<file path="config.mk">
export PLATFORM = sky130hd
export DESIGN_NAME = erg_cfg
export DESIGN_NICKNAME = d
export VERILOG_FILES = /design/src/sv/erg_pkg.sv /design/src/sv/erg_cfg.sv
export SDC_FILE = /design/constraint.sdc
export NUM_CORES = 1
export LEC_CHECK = 0
export BUFFER_PORTS_ARGS = -buffer_cell sky130_fd_sc_hd__buf_2
export CELL_PAD_IN_SITES_DETAIL_PLACEMENT = 0
export CELL_PAD_IN_SITES_GLOBAL_PLACEMENT = 1
export CORE_ASPECT_RATIO = 0.5
export CORE_UTILIZATION = 44
export CTS_BUF_LIST = sky130_fd_sc_hd__clkbuf_4 sky130_fd_sc_hd__clkbuf_8 sky130_fd_sc_hd__clkbuf_16
export CTS_CLUSTER_DIAMETER = 60
export DETAILED_ROUTE_END_ITERATION = 16
export PLACE_DENSITY = 0.88
export SLEW_MARGIN = 30
export SYNTH_ARGS = -nofsm -noshare
export SYNTH_HDL_FRONTEND = slang
export SYNTH_SLANG_ARGS = --single-unit
</file>
<file path="constraint.sdc">
create_clock -name clk_i -period 1.15 [get_ports clk_i]
set_input_delay 0.0575 -clock clk_i [delete_from_list [all_inputs] [get_ports clk_i]]
set_output_delay 0.0575 -clock clk_i [all_outputs]
set_load 0.02 [all_outputs]
</file>
<file path="src/sv/erg_pkg.sv">
// ----------------------------------------------------------------------------
// erg_pkg: shared definitions for the elliptical radial gradient fill
// Widths, register indexes and the structs passed between pipeline sections.
// ----------------------------------------------------------------------------
package erg_pkg;

  // Coordinate width and fraction bits of the fade value.
  localparam int unsigned CoordBits    = 12;
  localparam int unsigned FadeFracBits = 16;

  // Fade values are unsigned Q1.F, so one integer bit on top of the fraction.
  localparam int unsigned FadeBits = FadeFracBits + 1;
  // Sum of two squared Q1.F values.
  localparam int unsigned SqBits   = 2 * FadeBits;
  // Partial remainder of the digit-by-digit square root.
  localparam int unsigned RemBits  = FadeBits + 2;
  // Signed blend product: 9-bit difference times a signed fade.
  localparam int unsigned ProdBits = FadeBits + 10;

  // Configuration port.
  localparam int unsigned CfgIdxBits  = 3;
  localparam int unsigned CfgDataBits = (CoordBits > 8) ? CoordBits : 8;

  // Stream payload widths, rounded up to whole bytes.
  localparam int unsigned InDataBits  = ((2 * CoordBits + 7) / 8) * 8;
  localparam int unsigned OutDataBits = ((2 * CoordBits + 24 + 7) / 8) * 8;

  // Register indexes of the configuration port.
  typedef enum logic [CfgIdxBits-1:0] {
    REG_SPAN_X      = 3'd0,
    REG_SPAN_Y      = 3'd1,
    REG_START_RED   = 3'd2,
    REG_START_GREEN = 3'd3,
    REG_START_BLUE  = 3'd4,
    REG_END_RED     = 3'd5,
    REG_END_GREEN   = 3'd6,
    REG_END_BLUE    = 3'd7
  } cfg_reg_e;

  typedef logic [CoordBits-1:0] coord_t;
  typedef logic [7:0]           chan_t;
  typedef logic [FadeBits-1:0]  fade_t;

  localparam fade_t FadeOne = fade_t'(1) << FadeFracBits;

  // Current configuration, held stable by the user while items are in flight.
  typedef struct packed {
    coord_t span_x;
    coord_t span_y;
    chan_t  start_red;
    chan_t  start_green;
    chan_t  start_blue;
    chan_t  end_red;
    chan_t  end_green;
    chan_t  end_blue;
  } cfg_t;

  typedef struct packed {
    coord_t col;
    coord_t row;
  } pos_t;

  // Normalized axis distances, saturated to one.
  typedef struct packed {
    pos_t  pos;
    fade_t qx;
    fade_t qy;
  } norm_t;

  // Unclamped radial distance.
  typedef struct packed {
    pos_t  pos;
    fade_t radius;
  } shade_t;

  // Finished pixel.
  typedef struct packed {
    pos_t  pos;
    chan_t red;
    chan_t green;
    chan_t blue;
  } pix_t;

endpackage

</file>
<file path="src/sv/erg_cfg.sv">
// ----------------------------------------------------------------------------
// erg_cfg: configuration register file
// Holds the rectangle spans and the two gradient colors.
// ----------------------------------------------------------------------------
module erg_cfg (
  input  logic                            clk_i,
  input  logic                            rst_ni,
  input  logic                            we_i,
  input  logic [erg_pkg::CfgIdxBits-1:0]  idx_i,
  input  logic [erg_pkg::CfgDataBits-1:0] data_i,
  output erg_pkg::cfg_t                   cfg_o
);

  erg_pkg::cfg_t cfg_q, cfg_d;
  erg_pkg::chan_t wr_chan;
  erg_pkg::coord_t wr_coord;

  assign wr_chan  = data_i[7:0];
  assign wr_coord = data_i[erg_pkg::CoordBits-1:0];

  // Decode the register index; unknown indexes leave everything unchanged.
  always_comb begin
    cfg_d = cfg_q;
    if (we_i) begin
      case (erg_pkg::cfg_reg_e'(idx_i))
        erg_pkg::REG_SPAN_X:      cfg_d.span_x      = wr_coord;
        erg_pkg::REG_SPAN_Y:      cfg_d.span_y      = wr_coord;
        erg_pkg::REG_START_RED:   cfg_d.start_red   = wr_chan;
        erg_pkg::REG_START_GREEN: cfg_d.start_green = wr_chan;
        erg_pkg::REG_START_BLUE:  cfg_d.start_blue  = wr_chan;
        erg_pkg::REG_END_RED:     cfg_d.end_red     = wr_chan;
        erg_pkg::REG_END_GREEN:   cfg_d.end_green   = wr_chan;
        erg_pkg::REG_END_BLUE:    cfg_d.end_blue    = wr_chan;
        default:                  cfg_d = cfg_q;
      endcase
    end
  end

  // Registers with their reset values.
  always_ff @(posedge clk_i or negedge rst_ni) begin
    if (!rst_ni) begin
      cfg_q.span_x      <= erg_pkg::coord_t'(1);
      cfg_q.span_y      <= erg_pkg::coord_t'(1);
      cfg_q.start_red   <= 8'd0;
      cfg_q.start_green <= 8'd0;
      cfg_q.start_blue  <= 8'd0;
      cfg_q.end_red     <= 8'd255;
      cfg_q.end_green   <= 8'd255;
      cfg_q.end_blue    <= 8'd255;
    end else begin
      cfg_q <= cfg_d;
    end
  end

  assign cfg_o = cfg_q;

endmodule

</file>
==> results.yml <==
sta:
  setup-violations-final: 0
  period_share_pct: 94.2
  post-route-min-period_ps: 1080
  fmax_mhz: 923
  slew_viol_final: 0
  tightest_slew_ps: 430
  relSlewSlack_pct: 71.3
  fin_ws_ps: 66.2
  rsz0062_at_grt: "no"
  holdWs_ps: 72.6
  skew_ps: 0
  hold_viol_final: 0
setup_path:
  worst_path_max_delay_cell: "dfstp_2"
  critPathLaunch: "cfg_o[19]$_DFFE_PN1P_"
  crit_path_end_kind: "primary output"
  path_buf_inv: 1
  critPathKind: "flip-flop to primary output"
  critPathTopFamily: "flip-flops"
  cpPeakStageDelay_ps: 540
  r2r_slack_ps: 360
  worst_ep_arrival_time_ps: 1030
  crit_fanout: 2
  path_cells: "buf_2"
  crit_required_ps: 1090
  start_kind: "flip-flop"
  r2r-start: "cfg_o[45]$_DFFE_PN0P_"
synth:
  synth.area.top_cells: "dfrtp_1 41%, mux2_2 29%, dfstp_2 24%, nand4b_2 1.6%, buf_4 1.3%"
  postSynthAreaPerCell_um2: 17.7
  yosysTopAreaCellShare_pct: 40.7
  synth_cell_types: 10
  yosysSeqAreaShare_pct: 64.8
  synth.ff_latch_count: 72
  syn-num-nets: 178
  syn_inst: 160
  netlist_area_mm2: 0.00283
  yosys_warnings: 0
  synth_area_leader_cell: "dfrtp_1"
floorplanning:
  num_rows: 20
  core_mm2: 0.00613
  dieArea_mm2: 0.00678
  start_util_pct: 46.2
  die_x_um: 115
  die_y_um: 58.7
  ios: 90
final_layout:
  diodes: 0
  multi_input_area_um2: 937
  drive_above_1_share_pct: 81.7
  seqCellArea_mm2: 0.00183
  final_cells: 366
  nFillCells: 454
  syn_to_final_growth_pct: 36.7
  nNetsFinal: 291
  largest_reg_flops: 72
cts:
  h-tree-depth: 3
  cts_root_buf: "clkbuf_16"
  cts.sinks: 72
  post-cts-setup-buffers: 0
  clock_latency_ps: 330
  cts_tree: "yes"
  cts_made_buffers: 9
  cts_max_path_buffers: 2
  path_clk_slew_ps: 60
placement:
  dpl_worst_slack_ps: -112
  hpwl_mm: 4.24
  portBuffers: 89
  gp_congestion: 0.689
  dp.cells: 345
global_route:
  grt-ovfl-total: 0
  grt_antenna_before_repair: 0
  grt_pass1_wl_mm: 9.50
  grt_pass1_vias: 1778
  grt_use_total_pct: 20.0
  grt_max_degree: 36
routing:
  drt_iter0_drc: 48
  wire_per_inst_um: 16.9
  routed_wl_mm: 6.18
  post_drt_via_cell_ratio: 4.86
  drc: 0
  first_pass_iters: 4
  route.vias.total: 1777
  drt.antenna.violating_nets: 0
status:
  run_status: "completed"
pwr:
  p_leak_uw: 0.00180
  p_per_area_mw_per_mm2: 2210
  power_uw: 8550
  ir_worst_vdd_uv: 963
job:
  maxCapViolations: 0
hold_path:
  min_path_type: "primary input to flip-flop"
  hold_start: "data_i[0]"
[metrics by stage]
| step | instance area [µm²] | TNS (ps) | util (%) |
|---|---|---|---|
| final | 3870 | 0 | 63.1 |
| after global routing | 3870 | 0 | 63.1 |
| after CTS | 3870 | 0 | 63.1 |
| after detailed placement | 3500 | -3670 | 57.0 |
| after global placement | 3500 | -1650 | 57.0 |
| after floorplan | 2830 | 0 | - |
[worst paths after layout]
kind / end / cells after the start
worst max-delay path: cfg_o[19] / 1
worst min-delay path: cfg_o[48]$_DFFE_PN1P_ / 2
worst max register to register: cfg_o[45]$_DFFE_PN0P_ / 1
worst min register to register: cfg_o[28]$_DFFE_PN0P_ / 1
max in group asynchronous: cfg_o[20]$_DFFE_PN1P_ / 3
min in group asynchronous: cfg_o[33]$_DFFE_PN0P_ / 2
[logic make-up (layout without fill, tap and decap cells)]
family                 count (synthesis)  in the layout  synth area share [%]
buffers and inverters                  8            126                  2.52
DFF                                   72             72                  64.8
muxes                                 72             72                  28.6
and+or+nand+nor                        8              8                  4.02
[placed cells by master, fill, tap and decap left out, types with 2 or more instances in the layout]
cell	netlist	final
dfstp_2	26	26
mux2_2	72	72
buf_2	0	89
bufinv_16	0	2
nor4bb_2	0	2
buf_4	5	12
dlygate4sd3_1	0	5
buf_12	0	4
dfrtp_1	46	46
clkbuf_16	0	9
clkinvlp_4	0	3
nand4b_2	3	3
[cell usage after synthesis]
cell,n
and4bb_2,1
buf_4,5
buf_6,3
dfrtp_1,46
dfstp_2,26
mux2_2,72
nand4_2,1
nand4b_2,3
nor4b_4,1
nor4bb_1,2
[layout make-up]
type                            instances  area share [%]
Sequential cell                        72            47.4
Multi-Input combinational cell         80            24.2
Timing Repair Buffer                  110            17.2
Clock buffer                            9            5.82
Tap cell                               88            2.85
Clock inverter                          7            2.49
[report_power, final]
group / total (µW) / internal, µW / leakage, µW / switching [µW]
registers: 3520 / 3240 / 0.000825 / 284
logic: 2110 / 878 / 0.000824 / 1240
clock network: 2920 / 1890 / 0.000148 / 1020
total: 8550 / 6010 / 0.00180 / 2540
[layer usage]
| metal | global-route usage [%] | routed length, µm | up-vias |
|---|---|---|---|
| met5 | 0 | 0 | - |
| met4 | 6.12 | 59 | 0 |
| met3 | 8.34 | 320 | 4 |
| met2 | 31.5 | 3090 | 37 |
| met1 | 25.5 | 2710 | 924 |
| li1 | - | - | 812 |
[what timing repair did]
item,4_1_cts,5_1_grt
endpoints found under the hold margin,60,0
hold buffers,5,0
resized for setup,0,0
setup endpoints to repair,0,0
(Power assumes the default switching activity.)
