<file path="src/sv/erg_pkg.sv">
// ----------------------------------------------------------------------------
// erg_pkg: shared definitions for the elliptical radial gradient fill
// Widths, register indexes and the structs passed between pipeline sections.
// ----------------------------------------------------------------------------
package erg_pkg;

  // Coordinate width and fraction bits of the fade value.
  localparam int unsigned CoordBits    = 12;
  localparam int unsigned FadeFracBits = 16;

  // Fade values are unsigned Q1.F, so one integer bit on top of the fraction.
  localparam int unsigned FadeBits = FadeFracBits + 1;
  // Sum of two squared Q1.F values.
  localparam int unsigned SqBits   = 2 * FadeBits;
  // Partial remainder of the digit-by-digit square root.
  localparam int unsigned RemBits  = FadeBits + 2;
  // Signed blend product: 9-bit difference times a signed fade.
  localparam int unsigned ProdBits = FadeBits + 10;

  // Configuration port.
  localparam int unsigned CfgIdxBits  = 3;
  localparam int unsigned CfgDataBits = (CoordBits > 8) ? CoordBits : 8;

  // Stream payload widths, rounded up to whole bytes.
  localparam int unsigned InDataBits  = ((2 * CoordBits + 7) / 8) * 8;
  localparam int unsigned OutDataBits = ((2 * CoordBits + 24 + 7) / 8) * 8;

  // Register indexes of the configuration port.
  typedef enum logic [CfgIdxBits-1:0] {
    REG_SPAN_X      = 3'd0,
    REG_SPAN_Y      = 3'd1,
    REG_START_RED   = 3'd2,
    REG_START_GREEN = 3'd3,
    REG_START_BLUE  = 3'd4,
    REG_END_RED     = 3'd5,
    REG_END_GREEN   = 3'd6,
    REG_END_BLUE    = 3'd7
  } cfg_reg_e;

  typedef logic [CoordBits-1:0] coord_t;
  typedef logic [7:0]           chan_t;
  typedef logic [FadeBits-1:0]  fade_t;

  localparam fade_t FadeOne = fade_t'(1) << FadeFracBits;

  // Current configuration, held stable by the user while items are in flight.
  typedef struct packed {
    coord_t span_x;
    coord_t span_y;
    chan_t  start_red;
    chan_t  start_green;
    chan_t  start_blue;
    chan_t  end_red;
    chan_t  end_green;
    chan_t  end_blue;
  } cfg_t;

  typedef struct packed {
    coord_t col;
    coord_t row;
  } pos_t;

  // Normalized axis distances, saturated to one.
  typedef struct packed {
    pos_t  pos;
    fade_t qx;
    fade_t qy;
  } norm_t;

  // Unclamped radial distance.
  typedef struct packed {
    pos_t  pos;
    fade_t radius;
  } shade_t;

  // Finished pixel.
  typedef struct packed {
    pos_t  pos;
    chan_t red;
    chan_t green;
    chan_t blue;
  } pix_t;

endpackage

</file>
<file path="src/sv/erg_sqrt.sv">
// ----------------------------------------------------------------------------
// erg_sqrt: radial distance pipeline
// Squares both normalized axes, adds them and takes the integer square root,
// one root bit per stage.
// ----------------------------------------------------------------------------
module erg_sqrt (
  input  logic            clk_i,
  input  logic            rst_ni,
  input  logic            en_i,
  input  logic            valid_i,
  input  erg_pkg::norm_t  norm_i,
  output logic            valid_o,
  output erg_pkg::shade_t shade_o
);

  // Square stage, sum stage, then one stage per root bit.
  localparam int unsigned RootStages = erg_pkg::FadeBits + 1;
  localparam int unsigned Stages     = RootStages + 1;

  typedef struct packed {
    logic [erg_pkg::SqBits-1:0]  rad;
    logic [erg_pkg::RemBits-1:0] rem;
    erg_pkg::fade_t              root;
  } root_t;

  // One digit-by-digit step: bring down two radicand bits, try root*4+1.
  function automatic root_t root_step(root_t r);
    logic [erg_pkg::RemBits-1:0] cat;
    logic [erg_pkg::RemBits-1:0] trial;
    logic                        ge;
    root_t                       n;
    cat    = {r.rem[erg_pkg::FadeBits-1:0], r.rad[erg_pkg::SqBits-1 -: 2]};
    trial  = {r.root, 2'b01};
    ge     = (cat >= trial);
    n.rem  = ge ? (cat - trial) : cat;
    n.root = {r.root[erg_pkg::FadeBits-2:0], ge};
    n.rad  = {r.rad[erg_pkg::SqBits-3:0], 2'b00};
    return n;
  endfunction

  logic [erg_pkg::SqBits-1:0] sq_x_q, sq_y_q;
  erg_pkg::pos_t              sq_pos_q;
  root_t                      rt_q  [RootStages];
  erg_pkg::pos_t              pos_q [RootStages];
  logic                       v_q   [Stages];

  // Valid bits travel with the data.
  always_ff @(posedge clk_i or negedge rst_ni) begin
    if (!rst_ni) begin
      for (int i = 0; i < Stages; i++) begin
        v_q[i] <= 1'b0;
      end
    end else if (en_i) begin
      v_q[0] <= valid_i;
      for (int i = 1; i < Stages; i++) begin
        v_q[i] <= v_q[i-1];
      end
    end
  end

  // Square both axes.
  always_ff @(posedge clk_i) begin
    if (en_i) begin
      sq_x_q   <= erg_pkg::SqBits'(norm_i.qx) * erg_pkg::SqBits'(norm_i.qx);
      sq_y_q   <= erg_pkg::SqBits'(norm_i.qy) * erg_pkg::SqBits'(norm_i.qy);
      sq_pos_q <= norm_i.pos;
    end
  end

  // Sum of squares starts the root iteration.
  always_ff @(posedge clk_i) begin
    if (en_i) begin
      rt_q[0].rad  <= sq_x_q + sq_y_q;
      rt_q[0].rem  <= '0;
      rt_q[0].root <= '0;
      pos_q[0]     <= sq_pos_q;
    end
  end

  // Root stages, one result bit each.
  for (genvar k = 1; k < RootStages; k++) begin : g_root
    always_ff @(posedge clk_i) begin
      if (en_i) begin
        rt_q[k]  <= root_step(rt_q[k-1]);
        pos_q[k] <= pos_q[k-1];
      end
    end
  end

  assign valid_o        = v_q[Stages-1];
  assign shade_o.pos    = pos_q[RootStages-1];
  assign shade_o.radius = rt_q[RootStages-1].root;

endmodule

</file>
<file path="config.mk">
export PLATFORM = sky130hd
export DESIGN_NAME = erg_sqrt
export DESIGN_NICKNAME = d
export VERILOG_FILES = /design/src/sv/erg_pkg.sv /design/src/sv/erg_sqrt.sv
export SDC_FILE = /design/constraint.sdc
export NUM_CORES = 2
export LEC_CHECK = 0
export ABC_AREA = 1
export ABC_CLOCK_PERIOD_IN_PS = 1980
export BUFFER_PORTS_ARGS = -buffer_cell sky130_fd_sc_hd__buf_2
export CAP_MARGIN = 20
export CORE_AREA = 4 4 361 363
export CTS_CLUSTER_DIAMETER = 120
export DETAILED_ROUTE_END_ITERATION = 8
export DIE_AREA = 0 0 365 367
export PLACE_DENSITY_LB_ADDON = 0.05
export RECOVER_POWER = 25
export SYNTH_ARGS = -nofsm -noshare
export SYNTH_HDL_FRONTEND = slang
export SYNTH_SLANG_ARGS = --single-unit
</file>
<file path="constraint.sdc">
create_clock -name clk_i -period 1.98 [get_ports clk_i]
set_clock_uncertainty 0.2 [all_clocks]
set_input_delay 0.099 -clock clk_i [delete_from_list [all_inputs] [get_ports clk_i]]
set_output_delay 0.099 -clock clk_i [all_outputs]
set_load 0.03 [all_outputs]
</file>
==> impl_metrics.json <==
{
  "dp_cells": 10108,
  "num-nets-final": 9899,
  "drive_above_1_share_pct": 41.13,
  "drtAntennaViolNets": 0,
  "synth_warnings": 0,
  "min_period_ps": 4318,
  "path_clk_slew_ps": 60,
  "start_kind": "input port",
  "worst_pin_slew_ps": 1291,
  "maxCapViolCount": 0,
  "gp_congestion": 0.9063,
  "clockBufferDepth": 3,
  "yosys-top-cells-area": "edfxtp_1 51%, nand2_1 11%, fa_1 10%",
  "yosysSeqAreaShare_pct": 51.32,
  "synth-simple-area-share_pct": 17.59,
  "via_per_inst": 5.098,
  "violations": "negative setup slack",
  "grt_pass1_vias": 56317,
  "fin_crit_sh_pct": 218.1,
  "vias": 55092,
  "slew_violations": 0,
  "synth_cell_types": 52,
  "coreArea_um2": 127000,
  "synth_fa_ha_area_share_pct": 17.51,
  "synth-seq-cells": 1254,
  "grt_pass1_wl_um": 277400,
  "setup.worst_path.end_class": "flop",
  "totalPowerFinal_mw": 178.9,
  "syn_area_um2": 73190,
  "path_max_fanout": 5,
  "setup_viol": 529,
  "synth_top_cell_area_share_pct": 50.67,
  "clk_latency_ps": 770,
  "grt-ovfl-total": 0,
  "finish.utilization_pct": 80.85,
  "synth-xor-area-share_pct": 1.903,
  "dr.pass1.iters": 5,
  "layout_setup_ws_ps": -2338,
  "yosysTopAreaCell": "edfxtp_1",
  "dieArea_um2": 134000,
  "yosys-top-cells-count": "2150 x nand2_1, 1651 x inv_1, 1235 x edfxtp_1",
  "grt_max_degree": 108,
  "synth_nets": 8234,
  "cts.sinks": 1254,
  "power_density_nw_per_um2": 1742,
  "rsz0062_at_grt": "true",
  "design_area_um2": 102700,
  "peakVddDrop_mv": 3.802,
  "fp.dieW_um": 365,
  "cp_data_required_time_ps": 2310,
  "fmax_mhz": 231.6,
  "start_util_pct": 57.62,
  "root_buffer": "clkbuf_16",
  "antenna_found_initial": 2,
  "stdcell_count": 10807,
  "synth_edf_count": 1235,
  "p_leak_nw": 48.28,
  "io_pins": 104,
  "hold_class": "in2reg",
  "synthFlopType": "edfxtp_1",
  "slew_headroom_pct": 13.92,
  "synth_area_per_cell_um2": 9.923,
  "rows": 131,
  "synthCells": 7376,
  "outcome": "finished, violations left",
  "cp.arrival_ps": 4650,
  "avgRoutedWirePerCell_um": 16.82,
  "route.detailed.drc": 0,
  "critical_path_class": "in2reg",
  "async_reset_ff_share_pct": 1.515,
  "drt_wl_total_um": 181800,
  "muxShareOfSynthArea_pct": 0.01539,
  "die_h_um": 367,
  "area_delta_synth_final_pct": 40.32,
  "synth_most_common_cell": "nand2_1",
  "cts_buffers": 132,
  "hpwlAfterDp_um": 121900,
  "gr-usage-all-layers_pct": 25.97,
  "cts_htree_levels": 4,
  "synth_top_family_by_area": "simple AND/OR/NAND/NOR gates",
  "cts_tree": "done",
  "io_buffers": 103,
  "first_iter_violations": 3288,
  "post_dp_cell_area_um2": 85910,
  "synth_compound_area_share_pct": 2.315,
  "hold_viol": 0
}
repair_timing:
item / in CTS / in global routing
pin swaps: 524 / 657
gates cloned: 30 / 6
setup buffers: 215 / 175
resized for setup: 1228 / 1122
setup endpoints to repair: 335 / 351
hold endpoints to repair: 1306 / 2
hold buffers: 62 / 1
placed cells by master, fill, tap and decap left out, types with 19 or more instances in the layout:
cell           instances
nand2_1             1378
inv_1               1302
edfxtp_1            1235
buf_4               1206
nand2_2              577
fa_1                 346
inv_2                328
nand2_4              222
ha_4                 216
nor2_1               214
ha_1                 191
buf_6                177
nand3_1              169
clkbuf_16            138
xor2_1               102
a21oi_2              102
nand4_1               98
nand3_2               84
nor2_2                77
nor2_4                75
buf_12                72
buf_2                 68
a21oi_1               62
dlygate4sd3_1         61
nand3_4               50
o21ai_2               39
a21oi_4               36
xnor2_1               35
nand3b_1              35
fa_2                  34
inv_4                 32
buf_8                 29
clkbuf_1              27
o21ai_0               24
nor3_2                22
nand2_8               21
o21ai_1               21
clkinv_2              20
clkinv_1              19
dfrtp_1               19
through the flow:
| stage | setup WS, ps | hold WS (ps) | TNS [ps] |
|---|---|---|---|
| after floorplan | -3023 | -396.6 | -153300 |
| after global placement | -3252 | -147.4 | -229250 |
| after detailed placement | -3318 | -145.5 | -236740 |
| after CTS | -2293 | -113.3 | -153890 |
| after global routing | -2473 | -31.48 | -206010 |
| final | -2338 | 2.829 | -174260 |
area by class of cell:
cell class | instances | area, um^2
sequential | 1254 | 37560
clock buffer | 162 | 3468
fill | 7538 | 24330
tap | 1662 | 2079
inverter | 1665 | 6359
timing repair inverter | 1 | 8.758
antenna | 1 | 2.502
clock inverter | 75 | 824.5
multi-input combinational | 4355 | 38060
timing repair buffer | 1632 | 14340
flip-flops by register name (all words and copies together), names as in the netlist:
| name | cells |
|---|---|
| sq_x_q | 33 |
| valid_o | 1 |
| rt_q | 713 |
| sq_pos_q | 24 |
| sq_y_q | 33 |
| v_q | 18 |
| pos_q | 432 |
cell families (layout without fill, tap and decap cells):
kind of cell    Yosys count  after routing
other cells               1              2
compound gates          319            319
buf+inv                1782           3535
mux                       1              1
fa+ha+maj               796            796
flops                  1254           1254
xor+xnor                159            159
simple gates           3064           3079
power breakdown:
part	total, mW	internal (mW)	switching, mW
registers	38.1	35.8	2.38
logic	117	51.2	65.4
clock network	24.2	13.6	10.6
worst paths after layout:
check | depth (start not counted) | slack [ps] | endpoint | startpoint
worst max-delay path | 23 | -2340 | sq_y_q[33] | norm_i[11]
worst min-delay path | 6 | 3 | sq_x_q[3] | norm_i[19]
worst max register to register | 9 | -310 | rt_q[5][27] | rt_q[4][19]
worst min register to register | 0 | 190 | pos_q[7][21] | pos_q[6][21]
max in group asynchronous | 3 | 730 | v_q[2] | rst_ni
min in group asynchronous | 3 | 320 | v_q[16] | rst_ni
routing by layer:
metal | vias to the layer above | GRT usage [%] | wire (um)
li1 | 26601 | - | -
met1 | 26635 | 31.38 | 70240
met2 | 1355 | 46.75 | 95730
met3 | 499 | 3.550 | 7317
met4 | 2 | 10.62 | 8468
met5 | - | 0 | 13
worst max-delay path, stage by stage:
cell      delay [ps]
buf_12           120
buf_6            120
nand2_4           50
inv_2             40
fa_1             530
inv_1             50
fa_2             520
fa_1             420
inv_2             80
fa_1             440
fa_1             530
inv_2             40
fa_1             510
inv_2             50
ha_4             310
nand2_4           90
nor2_4           150
and2_4           170
nand2_4           40
nand2_4          100
nand2_2           60
nand3b_1          80
nand2_1           50
Note: power is estimated with default switching activity, not from simulation.
