### src/sv/erg_pkg.sv
// ----------------------------------------------------------------------------
// erg_pkg: shared definitions for the elliptical radial gradient fill
// Widths, register indexes and the structs passed between pipeline sections.
// ----------------------------------------------------------------------------
package erg_pkg;

  // Coordinate width and fraction bits of the fade value.
  localparam int unsigned CoordBits    = 12;
  localparam int unsigned FadeFracBits = 16;

  // Fade values are unsigned Q1.F, so one integer bit on top of the fraction.
  localparam int unsigned FadeBits = FadeFracBits + 1;
  // Sum of two squared Q1.F values.
  localparam int unsigned SqBits   = 2 * FadeBits;
  // Partial remainder of the digit-by-digit square root.
  localparam int unsigned RemBits  = FadeBits + 2;
  // Signed blend product: 9-bit difference times a signed fade.
  localparam int unsigned ProdBits = FadeBits + 10;

  // Configuration port.
  localparam int unsigned CfgIdxBits  = 3;
  localparam int unsigned CfgDataBits = (CoordBits > 8) ? CoordBits : 8;

  // Stream payload widths, rounded up to whole bytes.
  localparam int unsigned InDataBits  = ((2 * CoordBits + 7) / 8) * 8;
  localparam int unsigned OutDataBits = ((2 * CoordBits + 24 + 7) / 8) * 8;

  // Register indexes of the configuration port.
  typedef enum logic [CfgIdxBits-1:0] {
    REG_SPAN_X      = 3'd0,
    REG_SPAN_Y      = 3'd1,
    REG_START_RED   = 3'd2,
    REG_START_GREEN = 3'd3,
    REG_START_BLUE  = 3'd4,
    REG_END_RED     = 3'd5,
    REG_END_GREEN   = 3'd6,
    REG_END_BLUE    = 3'd7
  } cfg_reg_e;

  typedef logic [CoordBits-1:0] coord_t;
  typedef logic [7:0]           chan_t;
  typedef logic [FadeBits-1:0]  fade_t;

  localparam fade_t FadeOne = fade_t'(1) << FadeFracBits;

  // Current configuration, held stable by the user while items are in flight.
  typedef struct packed {
    coord_t span_x;
    coord_t span_y;
    chan_t  start_red;
    chan_t  start_green;
    chan_t  start_blue;
    chan_t  end_red;
    chan_t  end_green;
    chan_t  end_blue;
  } cfg_t;

  typedef struct packed {
    coord_t col;
    coord_t row;
  } pos_t;

  // Normalized axis distances, saturated to one.
  typedef struct packed {
    pos_t  pos;
    fade_t qx;
    fade_t qy;
  } norm_t;

  // Unclamped radial distance.
  typedef struct packed {
    pos_t  pos;
    fade_t radius;
  } shade_t;

  // Finished pixel.
  typedef struct packed {
    pos_t  pos;
    chan_t red;
    chan_t green;
    chan_t blue;
  } pix_t;

endpackage

### src/sv/erg_norm.sv
// ----------------------------------------------------------------------------
// erg_norm: axis normalization pipeline
// Folds each offset about the rectangle center and divides it by the span,
// one quotient bit per stage, for both axes side by side.
// ----------------------------------------------------------------------------
module erg_norm (
  input  logic           clk_i,
  input  logic           rst_ni,
  input  logic           en_i,
  input  erg_pkg::cfg_t  cfg_i,
  input  logic           valid_i,
  input  erg_pkg::pos_t  pos_i,
  output logic           valid_o,
  output erg_pkg::norm_t norm_o
);

  localparam int unsigned Stages = erg_pkg::FadeFracBits + 1;

  // Division state of one axis: saturation flag, partial remainder, quotient.
  typedef struct packed {
    logic                              sat;
    erg_pkg::coord_t                   rem;
    logic [erg_pkg::FadeFracBits-1:0]  quo;
  } div_t;

  // Fold the offset about the center and detect a distance of one or more.
  function automatic div_t div_init(erg_pkg::coord_t off, erg_pkg::coord_t span_raw,
                                    erg_pkg::coord_t span_eff);
    logic [erg_pkg::CoordBits:0] twice;
    logic [erg_pkg::CoordBits:0] span_w;
    logic [erg_pkg::CoordBits:0] fold;
    div_t                        d;
    twice  = {off, 1'b0};
    span_w = {1'b0, span_raw};
    fold   = (twice >= span_w) ? (twice - span_w) : (span_w - twice);
    d.sat  = (fold >= {1'b0, span_eff});
    d.rem  = d.sat ? '0 : fold[erg_pkg::CoordBits-1:0];
    d.quo  = '0;
    return d;
  endfunction

  // One restoring division step: shift the remainder, subtract if it fits.
  function automatic div_t div_step(div_t d, erg_pkg::coord_t span_eff);
    logic [erg_pkg::CoordBits:0] r2;
    logic [erg_pkg::CoordBits:0] diff;
    logic                        ge;
    div_t                        n;
    r2    = {d.rem, 1'b0};
    diff  = r2 - {1'b0, span_eff};
    ge    = (r2 >= {1'b0, span_eff});
    n.sat = d.sat;
    n.rem = ge ? diff[erg_pkg::CoordBits-1:0] : r2[erg_pkg::CoordBits-1:0];
    n.quo = {d.quo[erg_pkg::FadeFracBits-2:0], ge};
    return n;
  endfunction

  erg_pkg::coord_t span_x_eff, span_y_eff;
  div_t            x_q   [Stages];
  div_t            y_q   [Stages];
  erg_pkg::pos_t   pos_q [Stages];
  logic            v_q   [Stages];

  // A zero span behaves as a span of one.
  assign span_x_eff = (cfg_i.span_x == '0) ? erg_pkg::coord_t'(1) : cfg_i.span_x;
  assign span_y_eff = (cfg_i.span_y == '0) ? erg_pkg::coord_t'(1) : cfg_i.span_y;

  // Valid bits travel with the data.
  always_ff @(posedge clk_i or negedge rst_ni) begin
    if (!rst_ni) begin
      for (int i = 0; i < Stages; i++) begin
        v_q[i] <= 1'b0;
      end
    end else if (en_i) begin
      v_q[0] <= valid_i;
      for (int i = 1; i < Stages; i++) begin
        v_q[i] <= v_q[i-1];
      end
    end
  end

  // First stage: fold about the center.
  always_ff @(posedge clk_i) begin
    if (en_i) begin
      x_q[0]   <= div_init(pos_i.col, cfg_i.span_x, span_x_eff);
      y_q[0]   <= div_init(pos_i.row, cfg_i.span_y, span_y_eff);
      pos_q[0] <= pos_i;
    end
  end

  // Division stages, one quotient bit each.
  for (genvar k = 1; k < Stages; k++) begin : g_div
    always_ff @(posedge clk_i) begin
      if (en_i) begin
        x_q[k]   <= div_step(x_q[k-1], span_x_eff);
        y_q[k]   <= div_step(y_q[k-1], span_y_eff);
        pos_q[k] <= pos_q[k-1];
      end
    end
  end

  // Saturated distances go out as exactly one.
  assign valid_o    = v_q[Stages-1];
  assign norm_o.pos = pos_q[Stages-1];
  assign norm_o.qx  = x_q[Stages-1].sat ? erg_pkg::FadeOne : {1'b0, x_q[Stages-1].quo};
  assign norm_o.qy  = y_q[Stages-1].sat ? erg_pkg::FadeOne : {1'b0, y_q[Stages-1].quo};

endmodule

### config.mk
export PLATFORM = sky130hd
export DESIGN_NAME = erg_norm
export DESIGN_NICKNAME = d
export VERILOG_FILES = /design/src/sv/erg_pkg.sv /design/src/sv/erg_norm.sv
export SDC_FILE = /design/constraint.sdc
export NUM_CORES = 2
export LEC_CHECK = 0
export ABC_AREA = 1
export BUFFER_PORTS_ARGS = -buffer_cell sky130_fd_sc_hd__buf_2
export CORE_UTILIZATION = 34
export CTS_BUF_LIST = sky130_fd_sc_hd__clkbuf_8
export CTS_CLUSTER_SIZE = 30
export DETAILED_ROUTE_END_ITERATION = 16
export HOLD_SLACK_MARGIN = 0.1
export PLACE_DENSITY = 0.52
export SETUP_SLACK_MARGIN = 0.3
export SYNTH_ARGS = -nofsm -noshare
export SYNTH_HDL_FRONTEND = slang
export SYNTH_SLANG_ARGS = --single-unit
### constraint.sdc
create_clock -name clk_i -period 4.2 [get_ports clk_i]
set_input_delay 0.63 -clock clk_i [delete_from_list [all_inputs] [get_ports clk_i]]
set_output_delay 0.63 -clock clk_i [all_outputs]
set_load 0.02 [all_outputs]
==> results.sh <==
export IMPL_yosysTopAreaCell="edfxtp_1"
export IMPL_fill_cells=16850
export IMPL_final_cell_area_mm2=0.06652
export IMPL_final_max_slew_viol_count=0
export IMPL_setup_viol=0
export IMPL_vias=39210
export IMPL_synth_seq_area_share=0.5685
export IMPL_place_area_mm2=0.06218
export IMPL_ys_ff_latch=1115
export IMPL_grt_ovfl_total=0
export IMPL_port_buffers=110
export IMPL_syn_num_nets=5999
export IMPL_cts_buffer_depth=3
export IMPL_cts_hold_fix_buffers=27
export IMPL_rsz0062_at_grt="no"
export IMPL_worst_pin_slew_ns=0.9951
export IMPL_die_w_um=417.7
export IMPL_intPower_w=0.02790
export IMPL_grt_max_degree=81
export IMPL_p_leak_nw=27.05
export IMPL_path_common_cell="nor2_1"
export IMPL_nNetsFinal=6324
export IMPL_routed_wl_met2_um=66840
export IMPL_worst_path_max_fanout=13
export IMPL_netlist_area_leader_share=0.5613
export IMPL_dr_first_iter_drc_count=2289
export IMPL_place_hpwl_um=97900
export IMPL_wl_met1_um=63560
export IMPL_vdd_ir_drop_max_uv=258.1
export IMPL_fin_tns_setup_ns=0
export IMPL_initial_core_util=0.3424
export IMPL_synth_area_mm2=0.05875
export IMPL_clock_power_share=0.232
export IMPL_cts_tree="yes"
export IMPL_grt_total_usage=0.1613
export IMPL_clk_latency_ns=0.94
export IMPL_grt_pass1_wl_um=218300
export IMPL_yosysWarnings=0
export IMPL_swShare=0.3743
export IMPL_cts_resized_gates=0
export IMPL_p_comb_frac=0.384
export IMPL_drive_gt1_frac=0.1141
export IMPL_endpoint_kind="flop"
export IMPL_die_y_um=417.7
export IMPL_arrival_ns=4.35
export IMPL_setup_slack_ns=0.5939
export IMPL_clkTransAtPathRegs_ns=0.06
export IMPL_rows=152
export IMPL_seqPwrFrac=0.384
export IMPL_fmax_mhz=277.3
export IMPL_dr_wl_met3_um=5554
export IMPL_cts_setup_buffers=0
export IMPL_hold_class="input pin to flop"
export IMPL_htreeDepth=4
export IMPL_synth_avg_cell_area_um2=10.84
export IMPL_wl_per_cell_um=17.14
export IMPL_clock_sinks=1115
export IMPL_finalClockSkew_ns=0.05047
export IMPL_dieArea_mm2=0.1744
export IMPL_synth_cell_types=48
export IMPL_grt_pass1_vias=38600
export IMPL_pre_cts_ws_ns=0.1814
export IMPL_pin_count=159
export IMPL_drc=0
export IMPL_cts_buffers=200
export IMPL_fin_crit_ns=3.606
export IMPL_crit_chain="dlygate4sd3_1 > buf_2 > ha_1 > nand2_2 > nor2_4 > nand2_1 > nor2_1 > nor2_1 > nand3_2 > inv_1 > or2_2 > o21ai_1 > inv_1 > ha_1 > nand3_1 > nor2_1 > nand3_1 > nand2_1 > a21oi_1 > nand4_4 > nor2_1"
export IMPL_drt_total_wl_um=141000
export IMPL_final_cell_mix="1,310 x nand2_1, 1,098 x edfxtp_1, 448 x ha_1, 404 x inv_1, 348 x a21oi_1"
export IMPL_synth_area_leaders="edfxtp_1 56%, ha_1 9.5%, nand2_1 8.4%, xnor2_1 3.0%, a21oi_1 3.0%"
export IMPL_fin_crit_sh=0.8586
export IMPL_cp_required_ns=4.94
export IMPL_gp_congestion=0.8777
export IMPL_area_growth_pct=13.23
export IMPL_power_w=0.04458
export IMPL_final_common_cell="nand2_1"
export IMPL_switchingPower_w=0.01668
export IMPL_maxCapViolations=0
export IMPL_topRoutingLayerUsed="met4"
export IMPL_status="complete, no violations"
export IMPL_final_util=0.3878
export IMPL_hold_viol_final=0
export IMPL_r2r_cells=9
export IMPL_coreArea_mm2=0.1715
export IMPL_p_per_area_mw_per_mm2=670.2
export IMPL_ant_nets=0
export IMPL_synth_cells=5417
export IMPL_critical_path_class="input pin to flop"
export IMPL_maxSlewHeadroom=0.3366
export IMPL_dr_pass1_iters=8
export IMPL_start_kind="input pin"
export IMPL_vias_per_cell=4.767
export IMPL_cp_slowest_cell="dlygate4sd3_1"
export IMPL_antenna_found_initial=22
export IMPL_cts_root_buffer="clkbuf_8"
export IMPL_hold_depth=3
export IMPL_critical_path_max_stage_delay_ns=0.53
## layer usage
layer | up-vias | GRT usage
li1 | 19720 | -
met1 | 18450 | 0.2076
met2 | 763 | 0.2673
met3 | 284 | 0.02829
met4 | 0 | 0.06699
met5 | - | 0
## Yosys cell counts, drive strengths merged
| cell | number |
|---|---|
| a2111oi | 1 |
| a211oi | 1 |
| a21o | 33 |
| a21oi | 352 |
| a31oi | 30 |
| and2 | 1 |
| and3 | 1 |
| buf | 109 |
| clkbuf | 9 |
| dfrtp | 17 |
| edfxtp | 1098 |
| fa | 34 |
| ha | 448 |
| inv | 391 |
| mux2 | 1 |
| nand2 | 1366 |
| nand3 | 318 |
| nand3b | 34 |
| nand4 | 32 |
| nor2 | 340 |
| nor3 | 48 |
| nor4 | 16 |
| o211ai | 28 |
| o21a | 5 |
| o21ai | 411 |
| o21bai | 20 |
| o221ai | 2 |
| or2 | 4 |
| xnor2 | 204 |
| xor2 | 63 |
## layout make-up
| type | count | area, um^2 | area share |
|---|---|---|---|
| antenna | 8 | 20.02 | 0.0003010 |
| inverter | 391 | 1515 | 0.02278 |
| timing repair buffer | 241 | 1887 | 0.02836 |
| tap | 2310 | 2890 | 0.04345 |
| clock buffer | 205 | 2821 | 0.04242 |
| multi-input combinational | 3793 | 22760 | 0.3422 |
| sequential | 1115 | 33400 | 0.5021 |
| clock inverter | 164 | 1229 | 0.01847 |
## power by group through the flow
| stage | registers (W) | logic [W] | clock network, W |
|---|---|---|---|
| after detailed placement | 0.0173 | 0.0171 | 0 |
| after global routing | 0.0174 | 0.0195 | 0.0113 |
| final | 0.0171 | 0.0171 | 0.0104 |
| after CTS | 0.0172 | 0.0172 | 0.0108 |
| after global placement | 0.0173 | 0.0169 | 0 |
| after floorplan | 0.0167 | 0.0137 | 0 |
## metrics by stage
step	hold WS [ns]	std cells
floorplan	0.3344	5417
global placement	0.4001	7823
detailed placement	0.4045	7823
CTS	0.1462	8219
global route	0.1885	8227
finish	0.2689	8227
## sequential cells by signal (all words and copies together), names as in the netlist
register / cells
pos_q: 408
x_q: 345
valid_o: 1
y_q: 345
v_q: 16
## worst max-delay path, delay by kind of cell
kind,cells,cell delay (ns)
buffers and inverters,4,0.93
and+or+nand+nor,13,1.64
adders and majority gates,2,0.81
AOI/OAI and AO/OA,2,0.32
## cells by family after synthesis
| group | after synthesis | synth area share |
|---|---|---|
| xor gates and xnor gates | 267 | 0.03981 |
| and+or+nand+nor | 2160 | 0.1563 |
| AOI/OAI and AO/OA | 883 | 0.08398 |
| DFF | 1115 | 0.5685 |
| buffers and inverters | 509 | 0.04424 |
| muxes | 1 | 0.0001917 |
| adders and majority gates | 482 | 0.1070 |
## path summary, 6_finish.rpt
path	from	end	slack (ns)
max	pos_i[15]	x_q[0][22]	0.59
min	cfg_i[48]	y_q[7][16]	0.27
max reg2reg	x_q[0][46]	x_q[0][79]	1.65
min reg2reg	pos_q[0][11]	pos_q[0][35]	0.36
max in group asynchronous	rst_ni	v_q[12]	2.87
min in group asynchronous	rst_ni	v_q[3]	0.85
No activity file was read; power rests on OpenSTA's default activity.
