`src/sv/erg_pkg.sv`:
```
// ----------------------------------------------------------------------------
// erg_pkg: shared definitions for the elliptical radial gradient fill
// Widths, register indexes and the structs passed between pipeline sections.
// ----------------------------------------------------------------------------
package erg_pkg;

  // Coordinate width and fraction bits of the fade value.
  localparam int unsigned CoordBits    = 12;
  localparam int unsigned FadeFracBits = 16;

  // Fade values are unsigned Q1.F, so one integer bit on top of the fraction.
  localparam int unsigned FadeBits = FadeFracBits + 1;
  // Sum of two squared Q1.F values.
  localparam int unsigned SqBits   = 2 * FadeBits;
  // Partial remainder of the digit-by-digit square root.
  localparam int unsigned RemBits  = FadeBits + 2;
  // Signed blend product: 9-bit difference times a signed fade.
  localparam int unsigned ProdBits = FadeBits + 10;

  // Configuration port.
  localparam int unsigned CfgIdxBits  = 3;
  localparam int unsigned CfgDataBits = (CoordBits > 8) ? CoordBits : 8;

  // Stream payload widths, rounded up to whole bytes.
  localparam int unsigned InDataBits  = ((2 * CoordBits + 7) / 8) * 8;
  localparam int unsigned OutDataBits = ((2 * CoordBits + 24 + 7) / 8) * 8;

  // Register indexes of the configuration port.
  typedef enum logic [CfgIdxBits-1:0] {
    REG_SPAN_X      = 3'd0,
    REG_SPAN_Y      = 3'd1,
    REG_START_RED   = 3'd2,
    REG_START_GREEN = 3'd3,
    REG_START_BLUE  = 3'd4,
    REG_END_RED     = 3'd5,
    REG_END_GREEN   = 3'd6,
    REG_END_BLUE    = 3'd7
  } cfg_reg_e;

  typedef logic [CoordBits-1:0] coord_t;
  typedef logic [7:0]           chan_t;
  typedef logic [FadeBits-1:0]  fade_t;

  localparam fade_t FadeOne = fade_t'(1) << FadeFracBits;

  // Current configuration, held stable by the user while items are in flight.
  typedef struct packed {
    coord_t span_x;
    coord_t span_y;
    chan_t  start_red;
    chan_t  start_green;
    chan_t  start_blue;
    chan_t  end_red;
    chan_t  end_green;
    chan_t  end_blue;
  } cfg_t;

  typedef struct packed {
    coord_t col;
    coord_t row;
  } pos_t;

  // Normalized axis distances, saturated to one.
  typedef struct packed {
    pos_t  pos;
    fade_t qx;
    fade_t qy;
  } norm_t;

  // Unclamped radial distance.
  typedef struct packed {
    pos_t  pos;
    fade_t radius;
  } shade_t;

  // Finished pixel.
  typedef struct packed {
    pos_t  pos;
    chan_t red;
    chan_t green;
    chan_t blue;
  } pix_t;

endpackage

```
`src/sv/erg_blend.sv`:
```
// ----------------------------------------------------------------------------
// erg_blend: color interpolation and output stage
// Clamps the fade, blends the two colors per channel, and holds results in an
// output register backed by a skid register.
// ----------------------------------------------------------------------------
module erg_blend (
  input  logic            clk_i,
  input  logic            rst_ni,
  input  erg_pkg::cfg_t   cfg_i,
  input  logic            valid_i,
  input  erg_pkg::shade_t shade_i,
  output logic            ready_o,
  input  logic            out_ready_i,
  output logic            out_valid_o,
  output erg_pkg::pix_t   pix_o
);

  typedef logic signed [erg_pkg::ProdBits-1:0] prod_t;

  // Fixed-point interpolation tail: start * 2^F + product, floored.
  function automatic erg_pkg::chan_t blend_fin(erg_pkg::chan_t start, prod_t prod);
    prod_t sum;
    sum = prod + prod_t'({start, {erg_pkg::FadeFracBits{1'b0}}});
    return sum[erg_pkg::ProdBits-1] ? 8'd0
                                    : sum[erg_pkg::FadeFracBits +: 8];
  endfunction

  logic                                 en;
  erg_pkg::fade_t                       fade;
  logic signed [erg_pkg::FadeBits:0]    fade_s;
  erg_pkg::chan_t                       from_c [3];
  erg_pkg::chan_t                       to_c   [3];
  prod_t                                prod   [3];
  prod_t                                prod_q [3];
  erg_pkg::pos_t                        p0_pos_q;
  logic                                 p0_v_q;
  erg_pkg::pix_t                        p1_q;
  logic                                 p1_v_q;
  erg_pkg::pix_t                        out_q;
  logic                                 out_v_q;
  erg_pkg::pix_t                        skid_q;
  logic                                 skid_v_q;
  logic                                 out_free;

  // The pipeline moves while the skid register is empty.
  assign en      = !skid_v_q;
  assign ready_o = en;

  // Clamp the distance to one.
  assign fade   = (shade_i.radius > erg_pkg::FadeOne) ? erg_pkg::FadeOne : shade_i.radius;
  assign fade_s = $signed({1'b0, fade});

  assign from_c[0] = cfg_i.start_red;
  assign from_c[1] = cfg_i.start_green;
  assign from_c[2] = cfg_i.start_blue;
  assign to_c[0]   = cfg_i.end_red;
  assign to_c[1]   = cfg_i.end_green;
  assign to_c[2]   = cfg_i.end_blue;

  // Color difference times fade, one multiplier per channel.
  for (genvar c = 0; c < 3; c++) begin : g_mul
    logic signed [8:0] diff;
    assign diff    = $signed({1'b0, to_c[c]}) - $signed({1'b0, from_c[c]});
    assign prod[c] = prod_t'(diff) * prod_t'(fade_s);
  end

  // Product stage.
  always_ff @(posedge clk_i) begin
    if (en) begin
      for (int c = 0; c < 3; c++) begin
        prod_q[c] <= prod[c];
      end
      p0_pos_q <= shade_i.pos;
    end
  end

  // Final add stage.
  always_ff @(posedge clk_i) begin
    if (en) begin
      p1_q.pos   <= p0_pos_q;
      p1_q.red   <= blend_fin(from_c[0], prod_q[0]);
      p1_q.green <= blend_fin(from_c[1], prod_q[1]);
      p1_q.blue  <= blend_fin(from_c[2], prod_q[2]);
    end
  end

  always_ff @(posedge clk_i or negedge rst_ni) begin
    if (!rst_ni) begin
      p0_v_q <= 1'b0;
      p1_v_q <= 1'b0;
    end else if (en) begin
      p0_v_q <= valid_i;
      p1_v_q <= p0_v_q;
    end
  end

  // Output register with skid: a stalled result parks in the skid register.
  assign out_free = !out_v_q || out_ready_i;

  always_ff @(posedge clk_i or negedge rst_ni) begin
    if (!rst_ni) begin
      out_v_q  <= 1'b0;
      skid_v_q <= 1'b0;
    end else if (skid_v_q) begin
      if (out_free) begin
        out_v_q  <= 1'b1;
        skid_v_q <= 1'b0;
      end
    end else if (out_free) begin
      out_v_q <= p1_v_q;
    end else if (p1_v_q) begin
      skid_v_q <= 1'b1;
    end
  end

  always_ff @(posedge clk_i) begin
    if (skid_v_q) begin
      if (out_free) begin
        out_q <= skid_q;
      end
    end else if (out_free) begin
      out_q <= p1_q;
    end else begin
      skid_q <= p1_q;
    end
  end

  assign out_valid_o = out_v_q;
  assign pix_o       = out_q;

endmodule

```
`config.mk`:
```
export PLATFORM = sky130hd
export DESIGN_NAME = erg_blend
export DESIGN_NICKNAME = d
export VERILOG_FILES = /design/src/sv/erg_pkg.sv /design/src/sv/erg_blend.sv
export SDC_FILE = /design/constraint.sdc
export NUM_CORES = 1
export LEC_CHECK = 0
export ABC_CLOCK_PERIOD_IN_PS = 6100
export BUFFER_PORTS_ARGS = -buffer_cell sky130_fd_sc_hd__buf_4
export CAP_MARGIN = 20
export CORE_ASPECT_RATIO = 1.25
export CORE_MARGIN = 1.5
export CORE_UTILIZATION = 40
export CTS_CLUSTER_SIZE = 25
export DETAILED_ROUTE_END_ITERATION = 10
export HOLD_SLACK_MARGIN = 0.05
export SLEW_MARGIN = 40
export SYNTH_ARGS = -nofsm -noshare
export SYNTH_HDL_FRONTEND = slang
export SYNTH_SLANG_ARGS = --single-unit
```
`constraint.sdc`:
```
create_clock -name clk_i -period 6.1 [get_ports clk_i]
set_clock_uncertainty 0.1 [all_clocks]
set_input_delay 0.61 -clock clk_i [delete_from_list [all_inputs] [get_ports clk_i]]
set_output_delay 0.61 -clock clk_i [all_outputs]
set_load 0.01 [all_outputs]
```
==> impl_metrics.tcl, run 1 <==
set metrics [dict create \
    total_leakage_power_nw 13.98 \
    yosysTopAreaCell "fa_1" \
    drive_gt1_frac 0.3051 \
    powerDensity_nw_per_um2 482.4 \
    fin_ws_ns -0.2830 \
    timing.rr.start "prod_q[0][16]" \
    ys.flop_type "edfxtp_1" \
    seq_area_frac_synth 0.2751 \
    place.gp.congestion 0.9196 \
    slew_headroom 0.5157 \
    core_area_um2 55010 \
    fmax_mhz 156.7 \
    endpoint_kind "register" \
    netlist_top_cells_count "fa_1 (321), inv_1 (303), nor2_1 (268), ha_1 (247), edfxtp_1 (201)" \
    min_period_over_period 1.046 \
    synth_cells 2074 \
    pin_count 167 \
    ys_async_sr_fraction 0.01951 \
    min_path_type "in -> reg" \
    ir_worst_vdd_mv 0.2867 \
    syn-num-nets 2759 \
    chipWidth_um 214.2 \
    vias 16236 \
    hold_start "shade_i[23]" \
    synth_top_cell_area_share 0.2881 \
    antenna_found_initial 2 \
    worstMarginPinSlew_ns 0.7265 \
    grt.busiest_layer "met2" \
    met1_usage 0.2573 \
    io_buffers 142 \
    clockBufferDepth 3 \
    slew_violations 0 \
    clock-sinks 205 \
    rrSetupSlack_ns 3.11 \
    grtUsageMet3 0.02017 \
    grt_max_degree 65 \
    setup_viol 15 \
    critPathLaunch "cfg_i[41]" \
    drt_wl_total_um 59080 \
    finalHoldViolCount 0 \
    htreeDepth 1 \
    cp_slowest_cell "fa_1" \
    crit_required_ns 6.26 \
    syn_avg_cell_area_um2 10.76 \
    firstDrtPassIters 5 \
    die-area_um2 57200 \
    cts_root_buf "clkbuf_16" \
    antenna_cells 0 \
    yosysMostFrequentCell "fa_1" \
    rows 96 \
    netlist_top_cells_area "fa_1 (29%), edfxtp_1 (27%), ha_1 (14%)" \
    cp-start-kind "primary input" \
    area_delta_synth_final_pct 30.31 \
    nNetsFinal 3205 \
    synth_edf_count 201 \
    start_util 0.4055 \
    overflow 0 \
    cp_slowest_stage_delay_ns 0.52 \
    drc_errors 0 \
    cts-buffers-inserted 21 \
    outcome "finished, violations left" \
    post_drt_wl_per_cell_um 18.07 \
    hpwl_um 48240 \
    synth_cell_type_count 63 \
    grt_pass1_wl_um 94200 \
    maxCapViolCount 0 \
    synth_area_um2 22310 \
    violations "setup timing" \
    grt.total_usage 0.2103 \
    worst-endpoint-arrival_ns 6.55 \
    drtIter0Drc 595 \
    ys_warn_count 0 \
    worstPathMaxFanout 10 \
    fin_tns_setup_ns -1.455 \
    total_power_mw 14.02 \
    ant_nets 0 \
    dp_worst_setup_slack_ns -1.073 \
    fillers 4908 \
    viasPerCell 4.967 \
    grt_pass1_vias 17786 \
    min_period_ns 6.383 \
    synth_seq_cells 205 \
    die_h_um 267.0 \
    clkSlewWorstSetupHoldPaths_ns 0.07 \
    cts_tree "done" \
    clk_latency_ns 0.51 \
    rsz0062_at_grt "true" \
    grtUsageMet2 0.3816 \
    criticalPathCategory "in -> reg" \
]
==> critical path: cells and delay by family <==
family | cells | cell delay (ns)
xor+xnor | 1 | 0.09
simple gates | 4 | 1.03
fa+ha+maj | 7 | 2.64
buf+inv | 7 | 0.49
compound gates | 11 | 1.66
==> routing by layer <==
metal	routed length [um]	up-vias
met5	13	-
met3	2114	125
met2	30310	338
met1	24220	8148
li1	-	7623
met4	2422	2
==> final cells by class <==
type,count,area [um2],share of cell area
multi-input cells,1487,15900,0.5472
repair buffers,500,4158,0.1430
well taps,735,919.6,0.03164
flip-flops and latches,205,6137,0.2111
inverters,305,1206,0.04150
clock buffers,22,529.3,0.01821
clock inverters,15,212.7,0.007318
==> flip-flops by register name, summed over array words and instances (netlist names) <==
register	flops
p1_q	48
pix_o	48
skid_q	48
prod_q	33
p0_pos_q	24
out_valid_o	1
p0_v_q	1
p1_v_q	1
skid_v_q	1
==> worst paths after layout <==
kind | to | cells past startpoint
hold reg to reg | p1_q[44] | 0
setup reg to reg | p1_q[20] | 11
min in group asynchronous | p1_v_q | 2
hold / removal | p0_pos_q[6] | 1
max in group asynchronous | skid_v_q | 2
setup / recovery | prod_q[0][26] | 30
==> cell usage in the layout, fill, tap and decap left out, drive strengths merged, types with 15 or more instances in the layout <==
cell	Yosys	routed
nand2b	96	96
edfxtp	201	201
and3	48	48
inv	305	308
buf	2	499
a21o	31	31
o21ai	42	42
clkbuf	75	22
nor3	15	15
mux2	50	50
nand2	124	124
xnor2	44	44
a21oi	31	31
nor2b	18	18
nand3	22	22
nor2	268	268
fa	321	321
and2	16	16
ha	247	247
==> logic make-up (layout without fill, tap and decap cells) <==
family	after synthesis	count (layout)	share of synthesized area
buffers and inverters	382	842	0.06434
AOI/OAI and AO/OA	160	160	0.04751
and+or+nand+nor	654	654	0.1396
muxes	50	50	0.02524
DFF	205	205	0.2751
adders and majority gates	568	568	0.4266
xor gates and xnor gates	55	55	0.02160
==> metrics by stage <==
stage          hold slack, ns  cells  utilization  instance area (um2)
6_report               0.1631   3269       0.5284                29070
5_1_grt                0.1391   3269       0.5284                29070
4_1_cts                0.1333   3258       0.5181                28500
3_5_place_dp           0.3045   3198       0.4907                26990
3_3_place_gp           0.3015   3198       0.4907                26990
2_1_floorplan          0.2144   2074            -                22670
==> power breakdown <==
part	total, mW	switching (mW)	internal (mW)	leakage (nW)
Clock	1.40	0.553	0.847	0.359
Combinational	9.86	4.86	5.00	11.5
Sequential	2.76	0.232	2.53	2.08
==> what timing repair did <==
action	4_1_cts	5_1_grt
setup endpoints to repair	29	31
gates resized for setup	108	102
pin swaps	63	75
setup buffers	22	15
endpoints found under the hold margin	4	0
gates cloned	2	0
hold buffers	1	0
Note: power is estimated with default switching activity, not from simulation.
==> run 2: changes to the inputs <==
--- a/config.mk
+++ b/config.mk
@@ -7,13 +7,16 @@
 export LEC_CHECK = 0
 export ABC_CLOCK_PERIOD_IN_PS = 6100
 export BUFFER_PORTS_ARGS = -buffer_cell sky130_fd_sc_hd__buf_4
-export CAP_MARGIN = 20
+export CAP_MARGIN = 5
+export CELL_PAD_IN_SITES_DETAIL_PLACEMENT = 1
+export CELL_PAD_IN_SITES_GLOBAL_PLACEMENT = 1
 export CORE_ASPECT_RATIO = 1.25
 export CORE_MARGIN = 1.5
 export CORE_UTILIZATION = 40
 export CTS_CLUSTER_SIZE = 25
 export DETAILED_ROUTE_END_ITERATION = 10
 export HOLD_SLACK_MARGIN = 0.05
+export PLACE_DENSITY_LB_ADDON = 0.1
 export SLEW_MARGIN = 40
 export SYNTH_ARGS = -nofsm -noshare
 export SYNTH_HDL_FRONTEND = slang
==> run 2 against run 1 <==
Largest power group unchanged. Final area about the same. The run still ends with setup timing left. Combinational power barely moved. Largest cell class unchanged. Routed wire length grew 12%.
==> impl_metrics.tcl, run 2 (synthesis results as in run 1) <==
set metrics [dict create \
    setup_viol 23 \
    htreeDepth 1 \
    rsz0062_at_grt "true" \
    min_path_type "in -> reg" \
    drt_wl_total_um 66210 \
    grt.total_usage 0.2374 \
    die-area_um2 57200 \
    overflow 0 \
    layout_common_cells "buf_4 (477), fa_1 (308), inv_1 (289), nor2_1 (254), ha_1 (207)" \
    rows 96 \
    holdWs_ns 0.1691 \
    cts_tree "done" \
    criticalPathCategory "in -> reg" \
    total_power_mw 14.27 \
    firstDrtPassIters 5 \
    clk_latency_ns 0.52 \
    maxCapViolCount 0 \
    finalHoldViolCount 0 \
    vias 16522 \
    final_util 0.5284 \
    violations "setup timing" \
    min_period_over_period 1.052 \
    cts-buffers-inserted 22 \
    final_common_cell "buf_4" \
    worst-endpoint-arrival_ns 6.58 \
    grt_pass1_wl_um 105300 \
    core_area_um2 55010 \
    grt_max_degree 63 \
    nNetsFinal 3221 \
    slew_violations 0 \
    pin_count 167 \
    timing.rr.end "p1_q[14]" \
    die_h_um 267.0 \
    timing.rr.start "prod_q[0][43]" \
    min_period_ns 6.420 \
    worstMarginPinSlew_ns 0.7638 \
    grt_pass1_vias 19277 \
    outcome "finished, violations left" \
    slew_headroom 0.4908 \
    fin_ws_ns -0.3199 \
    post_drt_wl_per_cell_um 20.14 \
    clkSlewWorstSetupHoldPaths_ns 0.06 \
    io_buffers 142 \
    endpoint_kind "register" \
    start_util 0.4055 \
    rrSetupSlack_ns 3.07 \
    drtIter0Drc 606 \
    clockBufferDepth 3 \
    powerDensity_nw_per_um2 490.8 \
    cts_root_buf "clkbuf_16" \
    stdcell_area_um2 29070 \
    placed_cell_area_um2 27100 \
    cp-start-kind "primary input" \
    crit_end "prod_q[0][26]" \
    critPathLaunch "cfg_i[41]" \
    crit_required_ns 6.26 \
    r2r.worst_path.cells 11 \
    worstPathMaxFanout 5 \
    clock-sinks 205 \
    hpwl_um 54440 \
    drive_gt1_frac 0.3119 \
    dp_worst_setup_slack_ns -1.272 \
    drc_errors 0 \
    antenna_cells 0 \
    total_leakage_power_nw 14.02 \
    fmax_mhz 155.8 \
    area_delta_synth_final_pct 30.31 \
    fillers 5990 \
    antenna_found_initial 1 \
    chipWidth_um 214.2 \
    ir_worst_vdd_mv 0.8886 \
    place.gp.congestion 0.8741 \
    ant_nets 0 \
    viasPerCell 5.026 \
]
[run 2: cell count changes in the layout (fill, tap and decap cells not counted), moves of 4 or more]
cell / previous run / this run
buf_4: 450 / 477
buf_12: 24 / 18
buf_6: 23 / 17
inv_2: 12 / 8
inv_6: 4 / 0
nor2_2: 12 / 8
xnor2_2: 9 / 5
[run 2: cell type report]
| cell class | instances | area (um2) | area share |
|---|---|---|---|
| multi-input combinational | 1488 | 15890 | 0.5467 |
| timing repair buffer | 514 | 4158 | 0.1430 |
| sequential | 205 | 6137 | 0.2111 |
| tap | 735 | 919.6 | 0.03164 |
| clock inverter | 13 | 146.4 | 0.005036 |
| inverter | 305 | 1206 | 0.04149 |
| clock buffer | 27 | 610.6 | 0.02101 |
[run 2: layer usage]
| layer | track usage | part of all wire |
|---|---|---|
| met1 | 0.2894 | 0.42 |
| met2 | 0.4391 | 0.52 |
| met3 | 0.02165 | 0.028 |
| met4 | 0.07937 | 0.031 |
| met5 | 0 | 0 |
[run 2: power by group]
part,switching [mW],internal (mW)
Clock,0.548,0.839
Combinational,5.07,5.05
Sequential,0.222,2.53
[run 2: worst min-delay path by stage]
stage / startpoint / end / slack (ns) / depth (start not counted)
3_5_place_dp: rst_ni / out_valid_o / 0.31 / 1
3_3_place_gp: p0_pos_q[13] / p1_q[37] / 0.30 / 0
2_1_floorplan: rst_ni / out_valid_o / 0.21 / 0
4_1_cts: shade_i[28] / p0_pos_q[11] / 0.14 / 1
6_report: shade_i[28] / p0_pos_q[11] / 0.17 / 1
5_1_grt: shade_i[23] / p0_pos_q[6] / 0.15 / 1
[run 2: repair_timing]
action | CTS | global route
endpoints found under the setup margin | 31 | 33
endpoints found under the hold margin | 4 | 0
buffers inserted | 18 | 10
hold buffers | 1 | 0
gates resized for setup | 119 | 88
pin swaps | 76 | 67
cloned | 2 | 0
[run 2: stage by stage]
stage               instances  TNS (ns)
floorplan                2074    -6.772
global placement         3222    -25.86
detailed placement       3222    -29.68
CTS                      3279    -2.373
global route             3287    -8.484
finish                   3287    -2.632
[run 2: worst max-delay path, stage by stage]
cell,delay [ns]
buf_12,0.11
inv_16,0.04
ha_4,0.18
nor2b_4,0.12
o21ai_2,0.16
a21oi_2,0.10
o21ai_2,0.17
a21oi_2,0.08
o21a_1,0.18
or3_4,0.37
buf_6,0.14
and3_4,0.17
fa_1,0.51
fa_1,0.45
fa_1,0.52
fa_1,0.43
ha_1,0.32
ha_1,0.32
a21o_1,0.17
a221oi_2,0.29
o21ai_2,0.11
a211oi_2,0.28
o31ai_2,0.11
or3_4,0.34
a31oi_2,0.19
xnor2_1,0.09
==> run 3: changes to the inputs <==
--- a/config.mk
+++ b/config.mk
@@ -12,7 +12,7 @@
 export CELL_PAD_IN_SITES_GLOBAL_PLACEMENT = 1
 export CORE_ASPECT_RATIO = 1.25
 export CORE_MARGIN = 1.5
-export CORE_UTILIZATION = 40
+export CORE_UTILIZATION = 50
 export CTS_CLUSTER_SIZE = 25
 export DETAILED_ROUTE_END_ITERATION = 10
 export HOLD_SLACK_MARGIN = 0.05
==> run 3 against run 2 <==
The flow still finishes with violations (setup timing). Count of clock-buffer cells in the layout increased by 5. Highest routed layer is now met5. Global-route usage grew 11 points. Via count grew 13%. First-iteration DRC count rose by 120%. Total power up 15%. Sequential power grew 4%.
==> impl_metrics.tcl, run 3 (synthesis results as in run 1) <==
set metrics [dict create \
    htreeDepth 1 \
    min_period_over_period 1.116 \
    outcome "finished, violations left" \
    fillers 4483 \
    start_util 0.5069 \
    vias 18668 \
    nNetsFinal 3256 \
    grt_max_degree 69 \
    endpoint_kind "register" \
    cts_tree "done" \
    io_buffers 142 \
    violations "setup timing" \
    grt_pass1_vias 20966 \
    worstMarginPinSlew_ns 0.7754 \
    min_period_ns 6.807 \
    ant_nets 0 \
    ir_worst_vdd_mv 0.8021 \
    pin_count 167 \
    firstDrtPassIters 5 \
    pwr-share-clk 0.089 \
    setup_viol 33 \
    rows 86 \
    min_path_type "in -> reg" \
    cts-buffers-inserted 22 \
    hpwl_um 56540 \
    cts_root_buf "clkbuf_16" \
    crit_required_ns 6.32 \
    grt.total_usage 0.3480 \
    final_util 0.6753 \
    viasPerCell 5.909 \
    wl_met2_um 47260 \
    route.met3.wl_um 5740 \
    drtIter0Drc 1319 \
    place.gp.congestion 0.9024 \
    maxCapViolCount 0 \
    post_drt_wl_per_cell_um 28.60 \
    chipWidth_um 191.9 \
    criticalPathCategory "in -> reg" \
    die_h_um 239.2 \
    wl_met1_um 30780 \
    drc_errors 0 \
    total_leakage_power_nw 14.25 \
    final_common_cell "buf_4" \
    finalHoldViolCount 0 \
    die-area_um2 45900 \
    core_area_um2 44010 \
    worstPathMaxFanout 8 \
    fmax_mhz 146.9 \
    overflow 0 \
    clk_latency_ns 0.56 \
    clock-sinks 205 \
    p_sw_mw 7.384 \
    clockBufferDepth 3 \
    area_delta_synth_final_pct 33.24 \
    grt_pass1_wl_um 119500 \
    fin_ws_ns -0.7069 \
    slew_violations 0 \
    switching_share 0.4486 \
    worst-endpoint-arrival_ns 7.02 \
    p_seq_frac 0.175 \
    antenna_found_initial 1 \
    rsz0062_at_grt "true" \
    antenna_cells 0 \
    rrSetupSlack_ns 2.38 \
    drt_wl_total_um 90330 \
    layout_common_cells "buf_4 (488), fa_1 (296), inv_1 (285), nor2_1 (241), edfxtp_1 (201)" \
    powerDensity_nw_per_um2 553.8 \
    p_int_mw 9.075 \
    dp_cells 3062 \
    slew_headroom 0.4831 \
    dp_worst_setup_slack_ns -1.089 \
    clkSlewWorstSetupHoldPaths_ns 0.07 \
    cp-start-kind "primary input" \
    drive_gt1_frac 0.3475 \
    instances_no_fill 3159 \
    fin_tns_setup_ns -12.59 \
    highest-signal-layer "met5" \
    combPwrFrac 0.736 \
]
## run 3: changes by cell type in the layout (fill, tap and decap cells not counted), moves of 8 or more
cell     change
fa_2        +12
nor2_1      -13
nor2_2      +11
ha_1        -11
fa_1        -12
ha_4        +11
buf_6       +23
xnor2_1      -8
buf_4       +11
## run 3: cell type report
| type | instances | area [um2] | share of cell area |
|---|---|---|---|
| clock buffers | 32 | 628.1 | 0.02113 |
| flip-flops and latches | 205 | 6137 | 0.2065 |
| clock inverters | 8 | 115.1 | 0.003873 |
| well taps | 572 | 715.7 | 0.02408 |
| multi-input cells | 1487 | 16420 | 0.5524 |
| inverters | 305 | 1209 | 0.04067 |
| repair buffers | 550 | 4498 | 0.1513 |
## run 3: final timing paths
path	startpoint	endpoint	cells after the start
hold reg to reg	p0_pos_q[20]	p1_q[44]	0
max in group asynchronous	rst_ni	skid_v_q	2
min in group asynchronous	rst_ni	p1_v_q	2
setup / recovery	cfg_i[25]	prod_q[0][79]	28
hold / removal	shade_i[23]	p0_pos_q[6]	1
setup reg to reg	prod_q[0][70]	p1_q[6]	11
## run 3: critical path: stages
cell	delay [ns]
buf_12	0.12
inv_16	0.05
ha_4	0.18
nor2b_4	0.12
o21ai_2	0.16
a21boi_2	0.09
o21ai_2	0.23
a21boi_1	0.11
o21a_1	0.22
or3_4	0.38
buf_12	0.15
buf_16	0.13
buf_6	0.14
and3_1	0.22
fa_1	0.55
fa_1	0.54
fa_1	0.63
fa_1	0.47
ha_1	0.38
ha_4	0.24
a21o_1	0.16
a21o_1	0.20
a21oi_2	0.17
o21a_2	0.27
buf_6	0.14
o21ai_4	0.06
a21oi_2	0.19
xnor2_1	0.10
## run 3: through the flow
step	area [um2]	total power [mW]	hold WS [ns]
floorplan	22670	8.123	0.2144
global placement	26860	11.02	0.3005
detailed placement	26860	11.63	0.3061
CTS	28680	14.19	0.1339
global route	29720	17.27	0.1331
finish	29720	16.46	0.1288
## run 3: power by group through the flow
stage	combinational, mW	clock (mW)	sequential [mW]
2_1_floorplan	5.32	0	2.80
3_3_place_gp	8.27	0	2.74
3_5_place_dp	8.82	0	2.81
4_1_cts	9.98	1.40	2.80
5_1_grt	12.9	1.50	2.90
6_report	12.1	1.47	2.87
## run 3: layer usage
metal | vias to the layer above | global-route usage
met2 | 1000 | 0.6529
met1 | 9509 | 0.3968
met3 | 433 | 0.03391
met4 | 2 | 0.1506
met5 | - | 0
li1 | 7724 | -
## run 3: what timing repair did
action                     CTS  global route
hold endpoints to repair     4             0
resized for setup          158           180
setup endpoints to repair   33            33
hold buffers                 1             0
pin swaps                  100           118
buffers inserted            39            35
gates cloned                 2             3
